$ cat src/design/ico_pkg.sv
`timescale 1ns / 1ps
// ---------------------------------------------------------------------------
// ico_pkg
// Shared types, codes and constants of the icosphere face subdivider.
// ---------------------------------------------------------------------------
package ico_pkg;

  localparam int COORD_FRAC_BITS = 14;
  localparam int RAW_W  = 18;
  localparam int IDX_W  = 12;
  localparam int POS_W  = 15;
  localparam int NRM_W  = 16;
  localparam int KEY_W  = 2 * IDX_W;
  localparam int SQ_W   = 2 * RAW_W;
  localparam int RAD_W  = SQ_W + 16;
  localparam int ROOT_W = RAD_W / 2;
  localparam int NUM_W  = RAW_W + COORD_FRAC_BITS + 8 + 1;
  localparam int QUO_W  = 16;
  localparam int IN_DATA_W  = 96;
  localparam int OUT_DATA_W = 144;

  typedef enum logic [1:0] {
    IN_VERTEX = 2'd0,
    IN_FACE   = 2'd1,
    IN_CLEAR  = 2'd2,
    IN_NONE   = 2'd3
  } in_kind_t;

  typedef enum logic [1:0] {
    RES_VERTEX = 2'd0,
    RES_FACE   = 2'd1,
    RES_ERROR  = 2'd2
  } res_kind_t;

  typedef enum logic [3:0] {
    C_IDLE, C_DISPATCH, C_ADD_WAIT, C_ADD_EMIT, C_EDGE_START, C_EDGE_RD, C_EDGE_CMP,
    C_NRD_A, C_NRD_B, C_NRD_C, C_MID_GO, C_MID_WAIT, C_MID_EMIT, C_FACE, C_ERROR
  } ctrl_state_t;

  typedef enum logic [2:0] {
    N_IDLE, N_SQ, N_CHK, N_ROOT, N_DSET, N_DIV, N_DST, N_DONE
  } norm_state_t;

  typedef struct packed {
    logic      take_item;
    logic      clear;
    logic      norm_go;
    logic      norm_mid;
    logic      scan_clr;
    logic      scan_inc;
    logic      nrd_b;
    logic      cap_a;
    logic      cap_b;
    logic      mid_hit;
    logic      store_vtx;
    logic      add_edge;
    logic      emit;
    res_kind_t emit_kind;
    logic      emit_last;
    logic [1:0] edge_sel;
    logic [1:0] face_sel;
  } ico_cmd_t;

  typedef struct packed {
    in_kind_t kind;
    logic     corner_bad;
    logic     vfull;
    logic     efull;
    logic     ecount_zero;
    logic     scan_last;
    logic     key_hit;
    logic     norm_done;
    logic     norm_zero;
    logic     out_free;
  } ico_sts_t;

  // Half-scale position: magnitude halved, rounded half away from zero.
  function automatic logic signed [POS_W-1:0] half_pos(input logic signed [NRM_W-1:0] n);
    logic [NRM_W-1:0] mag;
    logic [NRM_W-1:0] h;
    mag = n[NRM_W-1] ? NRM_W'(-n) : NRM_W'(n);
    h   = (mag + NRM_W'(1)) >> 1;
    return n[NRM_W-1] ? POS_W'(-h) : POS_W'(h);
  endfunction

endpackage

$ cat src/design/ico_ctrl.sv
`timescale 1ns / 1ps
// ---------------------------------------------------------------------------
// ico_ctrl
// Sequencer: dispatches requests, walks the edges of a face request and emits its sub-faces.
// ---------------------------------------------------------------------------
module ico_ctrl
  import ico_pkg::*;
(
  input  logic     clk,
  input  logic     rst,
  input  logic     s_tvalid,
  output logic     s_tready,
  input  ico_sts_t sts,
  output ico_cmd_t cmd
);
  ctrl_state_t state, state_next;
  logic [1:0]  edge_sel, edge_sel_next;
  logic [1:0]  face_sel, face_sel_next;

  always_ff @(posedge clk) begin
    if (rst) begin
      state    <= C_IDLE;
      edge_sel <= '0;
      face_sel <= '0;
    end else begin
      state    <= state_next;
      edge_sel <= edge_sel_next;
      face_sel <= face_sel_next;
    end
  end

  always_comb begin
    state_next    = state;
    edge_sel_next = edge_sel;
    face_sel_next = face_sel;
    cmd           = '0;
    cmd.edge_sel  = edge_sel;
    cmd.face_sel  = face_sel;
    s_tready      = 1'b0;
    unique case (state)
      C_IDLE: begin
        s_tready      = 1'b1;
        cmd.take_item = s_tvalid;
        if (s_tvalid) begin
          state_next = C_DISPATCH;
        end
      end
      C_DISPATCH: begin
        unique case (sts.kind)
          IN_VERTEX: begin
            if (sts.vfull) begin
              state_next = C_ERROR;
            end else begin
              cmd.norm_go = 1'b1;
              state_next  = C_ADD_WAIT;
            end
          end
          IN_FACE: begin
            edge_sel_next = '0;
            state_next    = sts.corner_bad ? C_ERROR : C_EDGE_START;
          end
          IN_CLEAR: begin
            cmd.clear  = 1'b1;
            state_next = C_IDLE;
          end
          default: begin
            state_next = C_IDLE;
          end
        endcase
      end
      C_ADD_WAIT: begin
        if (sts.norm_done) begin
          state_next = sts.norm_zero ? C_ERROR : C_ADD_EMIT;
        end
      end
      C_ADD_EMIT: begin
        if (sts.out_free) begin
          cmd.store_vtx = 1'b1;
          cmd.emit      = 1'b1;
          cmd.emit_kind = RES_VERTEX;
          cmd.emit_last = 1'b1;
          state_next    = C_IDLE;
        end
      end
      C_EDGE_START: begin
        cmd.scan_clr = 1'b1;
        state_next   = sts.ecount_zero ? C_NRD_A : C_EDGE_RD;
      end
      C_EDGE_RD: begin
        state_next = C_EDGE_CMP;
      end
      C_EDGE_CMP: begin
        if (sts.key_hit) begin
          cmd.mid_hit = 1'b1;
          if (edge_sel == 2'd2) begin
            face_sel_next = '0;
            state_next    = C_FACE;
          end else begin
            edge_sel_next = edge_sel + 2'd1;
            state_next    = C_EDGE_START;
          end
        end else if (sts.scan_last) begin
          state_next = C_NRD_A;
        end else begin
          cmd.scan_inc = 1'b1;
          state_next   = C_EDGE_RD;
        end
      end
      C_NRD_A: begin
        state_next = C_NRD_B;
      end
      C_NRD_B: begin
        cmd.nrd_b  = 1'b1;
        cmd.cap_a  = 1'b1;
        state_next = C_NRD_C;
      end
      C_NRD_C: begin
        cmd.cap_b  = 1'b1;
        state_next = C_MID_GO;
      end
      C_MID_GO: begin
        cmd.norm_go  = 1'b1;
        cmd.norm_mid = 1'b1;
        state_next   = C_MID_WAIT;
      end
      C_MID_WAIT: begin
        if (sts.norm_done) begin
          if (sts.norm_zero || sts.vfull || sts.efull) begin
            state_next = C_ERROR;
          end else begin
            state_next = C_MID_EMIT;
          end
        end
      end
      C_MID_EMIT: begin
        if (sts.out_free) begin
          cmd.store_vtx = 1'b1;
          cmd.add_edge  = 1'b1;
          cmd.emit      = 1'b1;
          cmd.emit_kind = RES_VERTEX;
          if (edge_sel == 2'd2) begin
            face_sel_next = '0;
            state_next    = C_FACE;
          end else begin
            edge_sel_next = edge_sel + 2'd1;
            state_next    = C_EDGE_START;
          end
        end
      end
      C_FACE: begin
        if (sts.out_free) begin
          cmd.emit      = 1'b1;
          cmd.emit_kind = RES_FACE;
          cmd.emit_last = (face_sel == 2'd3);
          face_sel_next = face_sel + 2'd1;
          if (face_sel == 2'd3) begin
            state_next = C_IDLE;
          end
        end
      end
      C_ERROR: begin
        if (sts.out_free) begin
          cmd.emit      = 1'b1;
          cmd.emit_kind = RES_ERROR;
          cmd.emit_last = 1'b1;
          state_next    = C_IDLE;
        end
      end
      default: begin
        state_next = C_IDLE;
      end
    endcase
  end
endmodule

$ cat config.mk
export PLATFORM = sky130hd
export DESIGN_NAME = ico_ctrl
export DESIGN_NICKNAME = d
export VERILOG_FILES = /design/src/design/ico_pkg.sv /design/src/design/ico_ctrl.sv
export SDC_FILE = /design/constraint.sdc
export NUM_CORES = 1
export LEC_CHECK = 0
export ABC_AREA = 1
export BUFFER_PORTS_ARGS = -buffer_cell sky130_fd_sc_hd__buf_2
export CAP_MARGIN = 20
export CORE_MARGIN = 5
export CORE_UTILIZATION = 51
export CTS_BUF_LIST = sky130_fd_sc_hd__clkbuf_2 sky130_fd_sc_hd__clkbuf_4 sky130_fd_sc_hd__clkbuf_8
export CTS_CLUSTER_SIZE = 28
export DETAILED_ROUTE_END_ITERATION = 16
export HOLD_SLACK_MARGIN = 0.12
export PLACE_DENSITY = 0.9
export SYNTH_ARGS = -nofsm -noshare
export SYNTH_HDL_FRONTEND = slang
export SYNTH_SLANG_ARGS = --single-unit
$ cat constraint.sdc
create_clock -name clk -period 1.7 [get_ports clk]
set_clock_uncertainty 0.1 [all_clocks]
set_input_delay 0.34 -clock clk [delete_from_list [all_inputs] [get_ports clk]]
set_output_delay 0.34 -clock clk [all_outputs]
set_load 0.005 [all_outputs]
==> summary.md <==
| Metric | Value |
|---|---|
| Status | `complete, but fails checks` |
| Failing checks | `setup timing` |
| Startpoint types | `flop` |
| H-tree depth | `1` |
| RR Startpoint | `state[0]` |
| Global Route Usage Sum | `20.4%` |
| Clock transition at path regs | `0.06 ns` |
| Min-Delay Path Depth | `2` |
| Boundary Pins | `35` |
| Hold endpoint | `state[3]` |
| RSZ-0062 raised after global routing | `yes` |
| DR vias/cell | `5.23` |
| Async S/R FF share, synth | `0%` |
| PortBufs | `34` |
| Synth Instances | `177` |
| Seq pwr share | `21.8%` |
| Top post-synthesis cells by area | `nand2_1 22%, dfxtp_1 17%, inv_1 12%` |
| P_sw | `0.000801 W` |
| Clk sink count | `8` |
| Worst slew pin tran | `0.254 ns` |
| CTS root buffer | `clkbuf_4` |
| DRT iter0 DRCs | `69` |
| Cell variety after synth | `19` |
| Fmax | `552 MHz` |
| Clock period minus worst slack | `1.81 ns` |
| Area grow syn2layout | `41.0%` |
| TritonRoute pass-1 iters | `4` |
| Commonest cells after routing, fill and taps aside | `51 x nand2_1, 33 x buf_2, 28 x inv_1` |
| Avg WL per Cell | `12.4 um` |
| Peak VDD IR | `1.01 mV` |
| Hold_ws | `0.234 ns` |
| Syn. warnings | `0` |
| Starting Density | `53.8%` |
| Post-route DRC | `0` |
| Fin crit share | `106%` |
| CP required | `1.26 ns` |
| Initial antenna violation count | `0` |
| Number of fill cells in the layout | `129` |
| Mean area per synthesized cell | `5.31 um^2` |
| Core ar. | `1750 um^2` |
| Die area | `2800 um^2` |
| Post-layout util | `75.9%` |
| Fin nets | `244` |
| Final Hold Violating Endpoints | `0` |
| Flop-to-flop setup slack | `0.04 ns` |
| Pwr Density | `1190 nW/um^2` |
| CP Max Fanout | `6` |
| Worst Hold Launch | `rst` |
| EDFF count, synth | `0` |
| Setup ws final | `-0.110 ns` |
| Die height | `52.9 um` |
| RR Endpoint | `state[2]` |
| Grt ovf | `0` |
| Critical Path Sink Type | `output pin` |
| Crit path DAT | `1.37 ns` |
| Clock Latency Late Sink | `0.26 ns` |
| Clock power share | `9.4%` |
| Combinational power share | `68.8%` |
| CTS max path bufs | `2` |
| Prevailing post-synth register cell | `dfxtp_1` |
| Diode count | `0` |
| Vias in the first global route | `1,077` |
| WS Path Type | `reg2out` |
| Headroom to the max-slew limit | `83.0%` |
| Global-route wire length before repair | `4.33 mm` |
| Wirelength, routed | `3.12 mm` |
| Num CTS Buffers | `3` |
| Antenna-violating nets left | `0` |
| CTS tree | `built` |
| Layout cell share with drive strength beyond 1 | `38.1%` |
| Synth area leader | `nand2_1` |
| Sw Share | `50.7%` |
| Lkg Pwr | `0.814 nW` |
| Worst min path class | `in2reg` |
| Sequential fraction of the synthesis area | `17.0%` |
| Die W | `52.9 um` |
| Max_cap viols | `0` |
| Synth top area share | `22.4%` |
| Int Power | `0.000779 W` |
| Vias | `1,312` |
| R2R cell count | `10` |
| Final slew viol count | `0` |
| Hold-fix buffers, CTS | `0` |
| Mapped Area | `940 um^2` |
| Synth Net Count | `193` |
| Largest net degree at the start of global routing | `9` |
| GPL Wtd Cong | `0.951` |
| DP HPWL | `2.00 mm` |
| Final number of setup-violating endpoints | `7` |
| Register bit total from synthesis | `8` |
| Cell Rows | `15` |
| Commonest non-fill, non-tap cell in the layout | `nand2_1` |
## final cells by class
cell class                      count  area, um^2  share of cell area [%]
Clock buffer                        3        22.5                    1.70
Sequential cell                     8         175                    13.2
Timing Repair Buffer               47         278                    21.0
Inverter                           33         129                    9.73
Tap cell                           25        31.3                    2.36
Multi-Input combinational cell    135         689                    52.0
## cells by family after synthesis
group	after synthesis	synth area share [%]
flops	8	17.0
fa+ha+maj	2	2.66
simple gates	118	58.1
buf+inv	34	14.0
compound gates	15	8.26
## power by group through the flow
stage               sequential [W]  combinational, W  clock [W]
finish                    0.000345           0.00109   0.000148
global route              0.000352           0.00118   0.000158
CTS                       0.000324          0.000926   0.000145
detailed placement        0.000295          0.000836          0
global placement          0.000291          0.000845          0
floorplan                 0.000296          0.000596          0
## metal layers
| metal | track usage, % | up-vias | part of all wire, % |
|---|---|---|---|
| met2 | 33.9 | 82 | 46 |
| met3 | 3.38 | 15 | 8.7 |
| li1 | - | 649 | - |
| met5 | 0 | - | 0 |
| met1 | 26.1 | 566 | 41 |
| met4 | 8.09 | 0 | 3.9 |
## cell usage after synthesis (2+ instances only)
| cell | number |
|---|---|
| o21ai_0 | 4 |
| inv_2 | 3 |
| inv_1 | 30 |
| nand2_2 | 9 |
| nand3_1 | 17 |
| o21ai_1 | 2 |
| nand2_1 | 56 |
| nor2_1 | 22 |
| dfxtp_1 | 8 |
| nor3_1 | 2 |
| nand4_1 | 3 |
| ha_1 | 2 |
| nand2_4 | 2 |
| nor2_2 | 3 |
| a21oi_1 | 8 |
| nor2_4 | 3 |
## per-stage QoR
step | instances | setup TNS [ns] | area [um^2] | setup slack, ns | total power (W)
after detailed placement | 238 | 0 | 1160 | 0.0978 | 0.00113
after floorplan | 177 | 0 | 940 | 0.159 | 0.000892
after global routing | 251 | -1.16 | 1330 | -0.203 | 0.00169
after CTS | 245 | -0.0875 | 1250 | -0.0496 | 0.00140
after global placement | 238 | 0 | 1160 | 0.123 | 0.00114
final | 251 | -0.358 | 1330 | -0.110 | 0.00158
## critical path, stage by stage, from the launching register on
cell	delay, ns
dfxtp_4	0.41
nand2_2	0.10
inv_4	0.09
nand2_2	0.08
nor2_2	0.13
inv_1	0.07
o21ai_1	0.10
buf_2	0.12
## state kept, by name (all words and copies together) (netlist names)
signal / count
state: 4
edge_sel: 2
face_sel: 2
## worst max path at each step
stage	startpoint	end	depth (start not counted)
floorplan	state[0]	cmd[4]	6
global placement	state[2]	cmd[4]	7
detailed placement	state[2]	cmd[4]	7
CTS	state[0]	cmd[4]	7
global route	state[2]	cmd[4]	7
finish	state[2]	cmd[4]	7
## timing repair
| action | in CTS | in global routing |
|---|---|---|
| setup buffers | 4 | 6 |
| resized for setup | 18 | 9 |
| pin swaps | 3 | 5 |
| setup endpoints to repair | 16 | 13 |
| hold endpoints to repair | 0 | 0 |
Power figures use the tool's default switching activity.
